### config.mk
export PLATFORM = sky130hd
export DESIGN_NAME = stpr_ctrl
export DESIGN_NICKNAME = d
export VERILOG_FILES = /design/src/rtl/core/stpr_pkg.sv /design/src/rtl/core/stpr_ctrl.sv
export SDC_FILE = /design/constraint.sdc
export NUM_CORES = 1
export LEC_CHECK = 0
export BUFFER_PORTS_ARGS = -buffer_cell sky130_fd_sc_hd__buf_2
export CAP_MARGIN = 0
export CORE_MARGIN = 4
export CORE_UTILIZATION = 37
export CTS_CLUSTER_DIAMETER = 60
export DETAILED_ROUTE_END_ITERATION = 6
export HOLD_SLACK_MARGIN = 0.06
export PLACE_DENSITY = 0.71
export SYNTH_ARGS = -nofsm -noshare
export SYNTH_HDL_FRONTEND = slang
export SYNTH_SLANG_ARGS = --single-unit
### constraint.sdc
create_clock -name i_clk -period 4.01 [get_ports i_clk]
set_input_delay 0.802 -clock i_clk [delete_from_list [all_inputs] [get_ports i_clk]]
set_output_delay 0.802 -clock i_clk [all_outputs]
set_load 0.01 [all_outputs]
### src/rtl/core/stpr_pkg.sv
package stpr_pkg;

    // Default build values
    localparam int MEM_ADDR_BITS_DEF = 16;
    localparam int PALETTE_BASE_DEF  = 61440;
    localparam int TILE_BASE_DEF     = 0;

    // Wide enough for every address sum before it wraps to the memory size
    localparam int SUM_W = 21;

    // Stream word widths
    localparam int IN_DATA_W  = 128;
    localparam int OUT_DATA_W = 48;

    // Input word field offsets (tdata)
    localparam int F_WADDR = 0;
    localparam int F_WBYTE = 16;
    localparam int F_SX    = 24;
    localparam int F_SY    = 32;
    localparam int F_WT    = 40;
    localparam int F_FLAGS = 48;
    localparam int F_MODE  = 56;
    localparam int F_COLS  = 64;
    localparam int F_MAP   = 80;
    localparam int F_ROW   = 96;
    localparam int F_COL   = 109;

    // Operation codes carried in tuser
    localparam logic OP_WRITE  = 1'b0;
    localparam logic OP_RENDER = 1'b1;

    // Configuration register indexes
    typedef enum logic [1:0] {
        CFG_CLIP_LEFT   = 2'd0,
        CFG_CLIP_TOP    = 2'd1,
        CFG_CLIP_SPAN_X = 2'd2,
        CFG_CLIP_SPAN_Y = 2'd3
    } t_cfg_idx;

    // Tile map modes
    localparam logic [1:0] MAP_INV_BIT = 2'd1;
    localparam logic [1:0] MAP_XOR2    = 2'd2;

    // Sequencer states
    typedef enum logic [3:0] {
        ST_IDLE,
        ST_DIV,
        ST_MAP,
        ST_MAP_RD,
        ST_TILE,
        ST_TILE_RD,
        ST_PIX,
        ST_PAL,
        ST_PAL_END,
        ST_DONE
    } t_state;

    // Controller to datapath commands
    typedef struct packed {
        logic load;       // latch the accepted word, store byte on a write
        logic div;        // unscale offsets, clip check
        logic map_addr;   // form tile map address
        logic tile_addr;  // decode map byte, form tile byte address
        logic pix;        // pick pixel, form palette address
        logic pal_step;   // advance palette byte address
        logic pal_shift;  // shift read byte into the color word
        logic out_load;   // load the output register
    } t_dp_cmd;

    // Datapath to controller status
    typedef struct packed {
        logic pass;    // sprite has width and pixel is inside the window
        logic opaque;  // fetched pixel is not masked out
    } t_dp_stat;

endpackage

### src/rtl/core/stpr_ctrl.sv
module stpr_ctrl
    import stpr_pkg::*;
(
    input  logic     i_clk,
    input  logic     i_rst_n,
    input  logic     i_s_tvalid,
    output logic     o_s_tready,
    input  logic     i_s_tuser,
    output logic     o_m_tvalid,
    input  logic     i_m_tready,
    input  t_dp_stat i_stat,
    output t_dp_cmd  o_cmd
);

    t_state     r_state, n_state;
    logic [1:0] r_cnt, n_cnt;
    logic       r_out_valid, n_out_valid;

    // State, palette byte count, output valid
    always_ff @(posedge i_clk) begin
        if (!i_rst_n) begin
            r_state     <= ST_IDLE;
            r_cnt       <= 2'd0;
            r_out_valid <= 1'b0;
        end else begin
            r_state     <= n_state;
            r_cnt       <= n_cnt;
            r_out_valid <= n_out_valid;
        end
    end

    // Next state and commands
    always_comb begin
        n_state    = r_state;
        n_cnt      = r_cnt;
        o_cmd      = '0;
        o_s_tready = 1'b0;
        unique case (r_state)
            ST_IDLE: begin
                o_s_tready = 1'b1;
                if (i_s_tvalid) begin
                    o_cmd.load = 1'b1;
                    n_state = (i_s_tuser == OP_RENDER) ? ST_DIV : ST_DONE;
                end
            end
            ST_DIV: begin
                o_cmd.div = 1'b1;
                n_state = i_stat.pass ? ST_MAP : ST_DONE;
            end
            ST_MAP: begin
                o_cmd.map_addr = 1'b1;
                n_state = ST_MAP_RD;
            end
            ST_MAP_RD: n_state = ST_TILE;
            ST_TILE: begin
                o_cmd.tile_addr = 1'b1;
                n_state = ST_TILE_RD;
            end
            ST_TILE_RD: n_state = ST_PIX;
            ST_PIX: begin
                o_cmd.pix = 1'b1;
                n_cnt = 2'd0;
                n_state = i_stat.opaque ? ST_PAL : ST_DONE;
            end
            ST_PAL: begin
                o_cmd.pal_step  = 1'b1;
                o_cmd.pal_shift = (r_cnt != 2'd0);
                n_cnt = r_cnt + 2'd1;
                if (r_cnt == 2'd3)
                    n_state = ST_PAL_END;
            end
            ST_PAL_END: begin
                o_cmd.pal_shift = 1'b1;
                n_state = ST_DONE;
            end
            ST_DONE: begin
                if (!r_out_valid || i_m_tready) begin
                    o_cmd.out_load = 1'b1;
                    n_state = ST_IDLE;
                end
            end
            default: n_state = ST_IDLE;
        endcase
    end

    // Output word held until taken
    always_comb begin
        if (o_cmd.out_load)
            n_out_valid = 1'b1;
        else if (i_m_tready)
            n_out_valid = 1'b0;
        else
            n_out_valid = r_out_valid;
    end

    assign o_m_tvalid = r_out_valid;

    // Checks
    a_accept_leaves_idle: assert property (@(posedge i_clk) disable iff (!i_rst_n)
        (i_s_tvalid && o_s_tready) |=> (r_state != ST_IDLE))
        else $error("accepted word did not start work");

    a_no_overwrite: assert property (@(posedge i_clk) disable iff (!i_rst_n)
        o_cmd.out_load |-> (!r_out_valid || i_m_tready))
        else $error("output word overwritten before taken");

    a_load_shows: assert property (@(posedge i_clk) disable iff (!i_rst_n)
        o_cmd.out_load |=> o_m_tvalid)
        else $error("loaded result not presented");

    a_four_bytes: assert property (@(posedge i_clk) disable iff (!i_rst_n)
        (r_state == ST_PAL_END) |-> ($past(r_state) == ST_PAL && $past(r_cnt) == 2'd3))
        else $error("palette word not fetched in four reads");

    a_busy_not_ready: assert property (@(posedge i_clk) disable iff (!i_rst_n)
        (o_cmd.div || o_cmd.pix || o_cmd.pal_step) |-> !o_s_tready)
        else $error("input taken while a pixel is in progress");

endmodule

* After elaboration in Yosys (flattened, before gate mapping) *
Index checks and enable logic that the tools add are counted.

storage, ports and cells
  register bits after elaboration = 7
  latch bits = 0
  memory bits (writable) = 0
  memory bits (read-only) = 0
  input port bits = 7
  output and inout port bits = 10
  memories = 0

cells by class
  add/sub/neg operators = 1
  multipliers = 0
  divide/modulo/power cells = 0
  order comparisons = 0
  eq/ne operators = 13
  shifts and indexed selects = 0
  mux-type cells = 21
  bitwise logic cells = 0
  reductions and logical operators = 7

operators by type and width
  cell                                            number
  case mux 4 bit (10 select lines)                1
  2-to-1 mux 4 bit                                6
  == test 4 x 3 -> 1 bit (second input constant)  4
  2-to-1 mux 1 bit                                12
  == test 4 x 2 -> 1 bit (second input constant)  2
  == test 4 bit (second input constant)           2
  != test 2 bit (second input constant)           3
  nonzero test 2 bit                              3
  == test 4 x 1 -> 1 bit (second input constant)  1
  logical NOT 4 bit                               1
  case mux 2 bit (2 select lines)                 1
  AND reduction 3 bit                             1
  adder 2 x 1 -> 2 bit (second input constant)    1
  == test 2 bit (second input constant)           1
  case mux 1 bit (2 select lines)                 1
  logical NOT 1 bit                               1
  logical OR 1 bit                                1

* Depth between registers and ports, before layout *
Gate-level depths: netlist (run 1).

  word-level depth = 5
  mapped depth = 5
  mapped depth without buffers = 5

* Least setup slack after synthesis (run 1) *
Ideal clock, no wire load.

  path type = in2out
  from = in i_m_tready
  to = out o_cmd[0] (netlist bit)
  data arrival time = 1.219 ns
  data required time = 3.208 ns
  slack = 1.989 ns
  stages on the path = 3
  path buffers = 1
  path through = nand2b_1 -> nor2b_1 -> buf_4

RTL lines
  item         RTL line         text
  from (decl)  stpr_ctrl.sv:10  input logic i_m_tready,
  to (decl)    stpr_ctrl.sv:12  output t_dp_cmd o_cmd

==> reports/qor.yml, run 1 <==
status:
  status: "complete, no violations"
floorplanning:
  num_rows: 13
  die_w_um: 46.66
  core_um2: 1350
  dieArea_um2: 2177
  start_util_pct: 40.96
  ios: 17
  die_h_um: 46.66
clock_network:
  cts_sinks: 7
  post-cts-setup-buffers: 0
  htreeDepth: 1
  clock_tree.buffer_depth: 2
  root_buffer: "clkbuf_4"
  clk_pin_slew_worst_paths_ns: 0.05
  postCtsHoldBufs: 0
  worstSkewPairLatency_ns: 0.24
  cts_resized: 0
  cts_tree: "yes"
  cts_inserted_buffers: 3
global_routing:
  antenna_found_initial: 0
  track_usage_pct: 12.91
  grt_max_degree: 20
  overflow: 0
  grt_first_pass_wirelength_mm: 2.001
  grt_pass1_vias: 450
route:
  dr_total_vias: 572
  first_pass_iters: 4
  wl_per_cell_um: 12.32
  route.detailed.drc: 0
  routed_via_density: 5.608
  drtIter0Drc: 7
  wl_mm: 1.257
  ant_nets: 0
cells_and_area:
  fin_util_pct: 47.45
  fin_nets: 97
  drive_above_1_share_pct: 26.44
  num_antenna_cells: 0
  syn_to_final_growth_pct: 15.84
  fillers: 160
placed_design:
  gp_congestion: 0.7968
  hpwlAfterDp_um: 921
  portBuffers: 16
sta:
  relSlewSlack_pct: 61.55
  worstMarginPinSlew_ns: 0.5759
  setup_viol: 0
  fmaxAchievable_mhz: 408.0
  setup_tns_ns: 0
  fin_crit_ns: 2.451
  skew_ns: 0.001799
  finalHoldViolations: 0
  rsz0062_at_grt: "no"
  post-route-period-util_pct: 61.13
  finalMaxSlewViolations: 0
setup_path:
  crit_start: "r_state[2]"
  cp_max_fo: 15
  slowest_stage: "dfxtp_1"
  start_kind: "flop"
  r2r_start: "r_state[3]"
  cp-end-kind: "primary output"
  critPathKind: "flop to primary output"
  path_cells: "or2_0, nor3_1, and2_1, buf_2"
  slowest_delay_ns: 0.58
  required_ns: 3.21
  worstPathArrival_ns: 1.65
yosys:
  synth_nets: 83
  yosysWarnings: 0
  ys_types: 33
  yosysSeqAreaShare_pct: 25.34
  avgSynthCellArea_um2: 7.473
  netlist_area_um2: 553.0
  synth_seq_cells: 7
  synth_cells: 74
min_path:
  hp-class: "flop to flop"
  holdCritStartpoint: "r_cnt[1]"
power_and_ir_drop:
  ir_drop_mv: 0.1530
  p_leak_nw: 0.2760
  power_density_nw_per_um2: 380.0
flow_run:
  maxCapViolations: 0
cells in the mapped netlist:
master,count,area [um2]
o31a_1,1,8.760
or3_1,2,12.51
o21ai_0,4,20.02
nor2b_1,1,6.260
nand3_1,3,15.01
nor4b_1,1,8.760
buf_2,6,30.03
buf_4,1,7.510
inv_1,5,18.77
a2111oi_0,1,8.760
and3b_1,1,8.760
nor4_1,1,6.260
a21oi_1,3,15.01
nor3b_1,1,7.510
a2bb2oi_1,1,8.760
o32ai_1,2,17.52
nand3b_1,1,7.510
o22ai_1,1,6.260
o41ai_2,1,16.27
o221a_2,1,11.26
mux2_2,1,11.26
nand2_1,9,33.78
a41o_1,1,10.01
a21boi_0,2,15.01
dfxtp_1,7,140.1
and2_1,2,12.51
nor3_1,3,15.01
nand2b_1,2,12.51
inv_2,1,3.750
ha_1,2,25.02
o21a_1,2,15.01
or2_0,1,6.260
nor2_1,3,11.26
kinds of logic (layout without fill, tap and decap cells):
family	count (synthesis)	in the layout	synth area share [%]
buffers and inverters	13	26	10.86
and+or+nand+nor	31	31	29.64
AOI/OAI and AO/OA	20	20	27.60
muxes	1	1	2.036
DFF	7	7	25.34
adders and majority gates	2	2	4.524
path summary, 6_finish.rpt:
kind	slack [ns]	cells after the start	to
setup / recovery	1.56	4	o_cmd[7]
hold / removal	0.48	2	r_cnt[1]
setup reg to reg	2.32	4	r_state[3]
hold reg to reg	0.48	2	r_cnt[1]
power breakdown:
part	leakage [nW]	internal (mW)	total, mW	switching [mW]
clock network	0.0150	0.0378	0.0608	0.0230
logic	0.204	0.0404	0.0826	0.0422
registers	0.0570	0.0763	0.100	0.0237
registers in the layout, summed over array words and instances (netlist names):
| name | count |
|---|---|
| o_m_tvalid | 1 |
| r_cnt | 2 |
| r_state | 4 |
worst max-delay path: cells and delay by family, from the launching register on:
| kind | cells | cell delay [ns] |
|---|---|---|
| buffers and inverters | 1 | 0.13 |
| DFF | 1 | 0.58 |
| and+or+nand+nor | 3 | 0.69 |
stage by stage:
step	std cells	total power, mW	setup slack, ns	instance area [um2]	hold WS [ns]
final	102	0.2434	1.559	640.6	0.4776
after global placement	98	0.1805	1.865	614.3	0.4764
after CTS	102	0.2468	1.556	640.6	0.4854
after detailed placement	98	0.1831	1.831	614.3	0.4785
after global routing	102	0.2622	1.400	640.6	0.5498
after floorplan	74	0.1605	1.989	553.0	0.4578
layout by cell type, fill, tap and decap left out, drive strengths merged:
master and n:
a2111oi 1, a21boi 2, a21oi 3, a2bb2oi 1, a41o 1, and2 2
and3b 1, buf 16, clkbuf 4, dfxtp 7, ha 2, inv 6
mux2 1, nand2 9, nand2b 2, nand3 3, nand3b 1, nor2 3
nor2b 1, nor3 3, nor3b 1, nor4 1, nor4b 1, o21a 2
o21ai 4, o221a 1, o22ai 1, o31a 1, o32ai 2, o41ai 1
or2 1, or3 2
cell type report:
cell class                 instances  area, um2  area share (%)
multi-input combinational         54      352.8           55.08
clock buffer                       4      26.28           4.102
sequential                         7      140.1           21.87
tap                               15      18.77           2.930
timing repair buffer              16      80.08           12.50
inverter                           6      22.52           3.516
per-layer routing:
metal,vias to the layer above,wire length [um],global-route usage (%)
met5,-,0,0
met4,0,29,9.945
met3,4,76,2.734
met2,14,574,17.31
met1,263,576,17.51
li1,291,-,-
Note: power is estimated with default switching activity, not from simulation.
==> run 2, diff against run 1 <==
clock period = 2.3 ns   (was 4.01 ns; I/O delays follow)
==> reports/qor.yml, run 2 (synthesis gave the netlist of run 1 again) <==
cells_and_area:
  drive_above_1_share_pct: 26.44  # unchanged
  top_register: "r_state"  # unchanged
  fillers: 144  # was 160
  mostFrequentLayoutCell: "buf_2"  # unchanged
  most-common-layout-cells: "buf_2 (16), nand2_1 (9), dfxtp_1 (7)"  # unchanged
  stdcell_count: 102  # unchanged
  num_antenna_cells: 0  # unchanged
  syn_to_final_growth_pct: 15.84  # unchanged
  largest_reg_flops: 4  # unchanged
  fin_nets: 97  # unchanged
  fin_util_pct: 47.45  # unchanged
sta:
  relSlewSlack_pct: 62.54  # was 61.55%
  fmaxAchievable_mhz: 492.3
  finalMaxSlewViolations: 0  # unchanged
  fin_crit_ns: 2.031
  worstMarginPinSlew_ns: 0.5611  # was 0.5759 ns
  setup_viol: 0  # unchanged
  skew_ns: 0.001284  # was 0.001799 ns
  setup_tns_ns: 0  # unchanged
  post-route-period-util_pct: 88.31
  finalHoldViolations: 0  # unchanged
  rsz0062_at_grt: "no"  # unchanged
floorplanning:
  start_util_pct: 40.96  # unchanged
  die_w_um: 46.66  # unchanged
  num_rows: 13  # unchanged
  ios: 17  # unchanged
  dieArea_um2: 2177  # unchanged
  core_um2: 1350  # unchanged
  die_h_um: 46.66  # unchanged
min_path:
  hp-class: "flop to flop"  # unchanged
power_and_ir_drop:
  p_leak_nw: 0.2760  # unchanged
  ir_drop_mv: 0.2644  # was 0.1530 mV
  switching_power_uw: 149.5  # was 88.92 uW
  internal_power_uw: 269.3  # was 154.5 uW
  power_density_nw_per_um2: 653.8  # was 380.0 nW/um2
  p_seq_share_pct: 41.2  # was 41.1%
  pwr-share-clk_pct: 24.8  # was 25.0%
  p_sw_share_pct: 35.70  # was 36.53%
  comb_power_share_pct: 34.0  # was 33.9%
placed_design:
  gp_congestion: 0.7841  # was 0.7968
  hpwlAfterDp_um: 920.3  # was 921 um
  portBuffers: 16  # unchanged
  place_inst: 98  # unchanged
global_routing:
  grt_max_degree: 20  # unchanged
  grt_first_pass_wirelength_mm: 1.980  # was 2.001 mm
  antenna_found_initial: 0  # unchanged
  track_usage_pct: 12.83  # was 12.91%
  grt_pass1_vias: 499  # was 450
  overflow: 0  # unchanged
setup_path:
  worstPathArrival_ns: 1.57  # was 1.65 ns
  cp_max_fo: 15  # unchanged
  slowest_delay_ns: 0.55  # was 0.58 ns
  critPathKind: "flop to primary output"  # unchanged
  start_kind: "flop"  # unchanged
  cp-end-kind: "primary output"  # unchanged
  slowest_stage: "dfxtp_1"  # unchanged
  required_ns: 1.84  # was 3.21 ns
  path_cells: "or2_0, nor3_1, and2_1, buf_2"  # unchanged
route:
  routed_via_density: 5.510  # was 5.608
  dr_total_vias: 562  # was 572
  route.detailed.drc: 0  # unchanged
  wl_mm: 1.216  # was 1.257 mm
  drtIter0Drc: 11  # was 7
  first_pass_iters: 4  # unchanged
  wl_per_cell_um: 11.92  # was 12.32 um
  ant_nets: 0  # unchanged
clock_network:
  clk_pin_slew_worst_paths_ns: 0.05  # about the same
  htreeDepth: 1  # unchanged
  cts_tree: "yes"  # unchanged
  cts_sinks: 7  # unchanged
  worstSkewPairLatency_ns: 0.24  # about the same
  postCtsHoldBufs: 0  # unchanged
  root_buffer: "clkbuf_4"  # unchanged
  clock_tree.buffer_depth: 2  # unchanged
  post-cts-setup-buffers: 0  # unchanged
  cts_resized: 0  # unchanged
  cts_inserted_buffers: 3  # unchanged
flow_run:
  maxCapViolations: 0  # unchanged
status:
  status: "complete, no violations"  # unchanged
==> run 2: cell counts in the layout (fill, tap and decap cells not counted) <==
No cell type changed its count.
==> run 2: worst max-delay path: cells and delay by family (launching register included) <==
family | cells | cell delay (ns)
buffers and inverters | 1 | 0.13
and+or+nand+nor | 3 | 0.64
DFF | 1 | 0.55
==> run 2: power groups by stage <==
stage,logic (mW),registers [mW],clock network [mW]
finish,0.142,0.173,0.104
global route,0.159,0.178,0.117
CTS,0.144,0.172,0.112
detailed placement,0.143,0.175,0
global placement,0.141,0.174,0
floorplan,0.138,0.142,0
==> run 2: final cells by class <==
class / count / area (um2) / area share, %
Clock buffer: 4 / 26.28 / 4.102
Sequential cell: 7 / 140.1 / 21.87
Inverter: 6 / 22.52 / 3.516
Tap cell: 15 / 18.77 / 2.930
Timing Repair Buffer: 16 / 80.08 / 12.50
Multi-Input combinational cell: 54 / 352.8 / 55.08
==> run 2: final timing paths <==
path	endpoint	cells past startpoint	slack (ns)	startpoint
max reg2reg	r_state[3]	4	0.65	r_state[3]
min reg2reg	r_cnt[1]	2	0.51	r_cnt[1]
min	r_cnt[1]	2	0.51	r_cnt[1]
max	o_cmd[7]	4	0.27	r_state[2]
==> run 2: per-stage QoR <==
step | hold slack [ns] | setup slack, ns | instance area [um2] | power (mW)
after floorplan | 0.4578 | 0.6661 | 553.0 | 0.2798
after global placement | 0.4808 | 0.5881 | 614.3 | 0.3149
after detailed placement | 0.4937 | 0.5364 | 614.3 | 0.3179
after CTS | 0.5005 | 0.2671 | 640.6 | 0.4286
after global routing | 0.5106 | 0.1272 | 640.6 | 0.4540
final | 0.5059 | 0.2688 | 640.6 | 0.4188
==> run 2: per-layer routing <==
layer	global-route usage, %	up-vias	wire length [um]	part of all wire (%)
met5	0	-	0	0
li1	-	292	-	-
met3	1.172	2	75	6.2
met2	20.60	17	569	47
met1	15.44	251	560	46
met4	9.945	0	10	0.82
==> run 3, diff against run 2 <==
CTS_BUF_LIST = sky130_fd_sc_hd__clkbuf_16   (was unset)
CTS_CLUSTER_SIZE = 40   (was unset)
clock period = 2.6 ns   (was 2.3 ns; I/O delays follow)
==> reports/qor.yml, run 3 (synthesis gave the netlist of run 1 again) <==
status:
  status: "complete, no violations"  # unchanged
setup_path:
  slowest_stage: "dfxtp_1"  # unchanged
  critPathBufInv: 1  # unchanged
  slowest_delay_ns: 0.55  # about the same
  r2r_setup_slack_ns: 0.96  # was 0.65 ns
  regToRegEndpoint: "r_state[0]"  # was r_state[3]
  path_cells: "or2_0, nor3_1, and2_1, buf_2"  # unchanged
  reg2regPathDepth: 4  # unchanged
  cp-end-kind: "primary output"  # unchanged
  cpLargestDelayFamily: "simple AND/OR/NAND/NOR gates"  # unchanged
  start_kind: "flop"  # unchanged
  cp_max_fo: 15  # unchanged
  r2r_start: "r_state[0]"  # was r_state[3]
  worstPathArrival_ns: 1.56  # was 1.57 ns
  critPathKind: "flop to primary output"  # unchanged
  required_ns: 2.08  # was 1.84 ns
  crit_start: "r_state[2]"  # unchanged
sta:
  worstMarginPinSlew_ns: 0.5913  # was 0.5611 ns
  skew_ns: 0.001051  # was 0.001284 ns
  finalWorstSetupSlack_ns: 0.5162  # was 0.2688 ns
  rsz0062_at_grt: "no"  # unchanged
  fmaxAchievable_mhz: 479.9
  relSlewSlack_pct: 60.53  # was 62.54%
  setup_viol: 0  # unchanged
  finalHoldViolations: 0  # unchanged
  post-route-period-util_pct: 80.15
  finalMaxSlewViolations: 0  # unchanged
  setup_tns_ns: 0  # unchanged
  fin_crit_ns: 2.084
global_routing:
  gr-usage-met3_pct: 0.7813  # was 1.172%
  grt_max_degree: 20  # unchanged
  grt_first_pass_wirelength_mm: 2.035  # was 1.980 mm
  grt_pass1_vias: 504  # was 499
  overflow: 0  # unchanged
  grt_use_met2_pct: 20.60  # unchanged
  grt-busiest-layer: "met2"  # unchanged
  antenna_found_initial: 0  # unchanged
  use_met1_pct: 15.94  # was 15.44%
  track_usage_pct: 13.16  # was 12.83%
clock_network:
  cts_sinks: 7  # unchanged
  clock_tree.buffer_depth: 2  # unchanged
  cts_inserted_buffers: 3  # unchanged
  clk_pin_slew_worst_paths_ns: 0.03  # was 0.05 ns
  worstSkewPairLatency_ns: 0.23  # was 0.24 ns
  root_buffer: "clkbuf_16"  # was clkbuf_4
  cts_tree: "yes"  # unchanged
  postCtsHoldBufs: 0  # unchanged
  post-cts-setup-buffers: 0  # unchanged
  cts_resized: 0  # unchanged
  htreeDepth: 1  # unchanged
route:
  drtIter0Drc: 16  # was 11
  first_pass_iters: 4  # unchanged
  dr_total_vias: 546  # was 562
  routed_via_density: 5.353  # was 5.510
  ant_nets: 0  # unchanged
  wl_mm: 1.244  # was 1.216 mm
  wl_per_cell_um: 12.20  # was 11.92 um
  route.detailed.drc: 0  # unchanged
floorplanning:
  num_rows: 13  # unchanged
  core_um2: 1350  # unchanged
  ios: 17  # unchanged
  die_w_um: 46.66  # unchanged
  start_util_pct: 40.96  # unchanged
  dieArea_um2: 2177  # unchanged
  die_h_um: 46.66  # unchanged
min_path:
  min_to: "r_cnt[1]"  # unchanged
  hold_depth: 2  # unchanged
  hp-class: "flop to flop"  # unchanged
  holdCritStartpoint: "r_cnt[1]"  # unchanged
cells_and_area:
  syn_to_final_growth_pct: 25.34  # was 15.84%
  num_antenna_cells: 0  # unchanged
  fillers: 132  # was 144
  mostFrequentLayoutCell: "buf_2"  # unchanged
  most-common-layout-cells: "buf_2 (16), nand2_1 (9), dfxtp_1 (7)"  # unchanged
  largest_reg_flops: 4  # unchanged
  fin_util_pct: 51.34  # was 47.45%
  fin_nets: 97  # unchanged
  drive_above_1_share_pct: 26.44  # unchanged
  top_register: "r_state"  # unchanged
power_and_ir_drop:
  p_leak_nw: 0.3034  # was 0.2760 nW
  switching_power_uw: 151.7  # was 149.5 uW
  power.total_uw: 531.4  # was 418.8 uW
  internal_power_uw: 379.7  # was 269.3 uW
  comb_power_share_pct: 23.9  # was 34.0%
  p_sw_share_pct: 28.54  # was 35.70%
  ir_drop_mv: 0.5067  # was 0.2644 mV
  power_density_nw_per_um2: 766.6  # was 653.8 nW/um2
  p_seq_share_pct: 29.0  # was 41.2%
  pwr-share-clk_pct: 47.1  # was 24.8%
placed_design:
  dpl_worst_slack_ns: 0.7537  # was 0.5364 ns
  portBuffers: 16  # unchanged
  gp_congestion: 0.7840  # was 0.7841
flow_run:
  maxCapViolations: 0  # unchanged
[run 3: cell count changes in the layout (fill, tap and decap cells not counted), sizes merged]
cell    previous run  this run
inv                6         7
clkbuf             4         3
[run 3: area by class of cell]
cell class                 instances  area, um2  area share [%]
clock buffer                       3      75.07           10.83
clock inverter                     1      3.754          0.5415
inverter                           6      22.52           3.249
multi-input combinational         54      352.8           50.90
sequential                         7      140.1           20.22
tap                               15      18.77           2.708
timing repair buffer              16      80.08           11.55
[run 3: power by group through the flow]
stage	Combinational (mW)	Clock [mW]	Sequential [mW]
6_report	0.127	0.250	0.154
5_1_grt	0.140	0.264	0.157
4_1_cts	0.128	0.257	0.153
3_5_place_dp	0.128	0	0.155
3_3_place_gp	0.124	0	0.154
2_1_floorplan	0.122	0	0.126
[run 3: per-stage QoR]
stage / cells / hold WS [ns] / cell area (um2)
CTS: 102 / 0.5215 / 693.2
detailed placement: 98 / 0.4877 / 614.3
finish: 102 / 0.5152 / 693.2
global placement: 98 / 0.4808 / 614.3
global route: 102 / 0.5613 / 693.2
floorplan: 74 / 0.4578 / 553.0
[run 3: metal layers]
metal | part of all wire (%) | routed length [um] | up-vias
met5 | 0 | 0 | -
met4 | 0.72 | 9 | 0
met3 | 5.2 | 65 | 2
met2 | 48 | 592 | 10
met1 | 46 | 577 | 245
li1 | - | - | 289
[run 3: how the worst max path moves through the flow]
stage,depth (start not counted),endpoint,slack [ns]
2_1_floorplan,4,o_cmd[7],0.91
3_3_place_gp,3,o_cmd[1],0.83
3_5_place_dp,4,o_cmd[7],0.75
4_1_cts,4,o_cmd[7],0.52
5_1_grt,4,o_cmd[7],0.41
6_report,4,o_cmd[7],0.52
[run 3: tightest hold or removal path: cells and delay by family (launching register included)]
| family | cells | cell delay [ns] |
|---|---|---|
| compound gates | 1 | 0.08 |
| simple gates | 1 | 0.05 |
| flops | 1 | 0.32 |
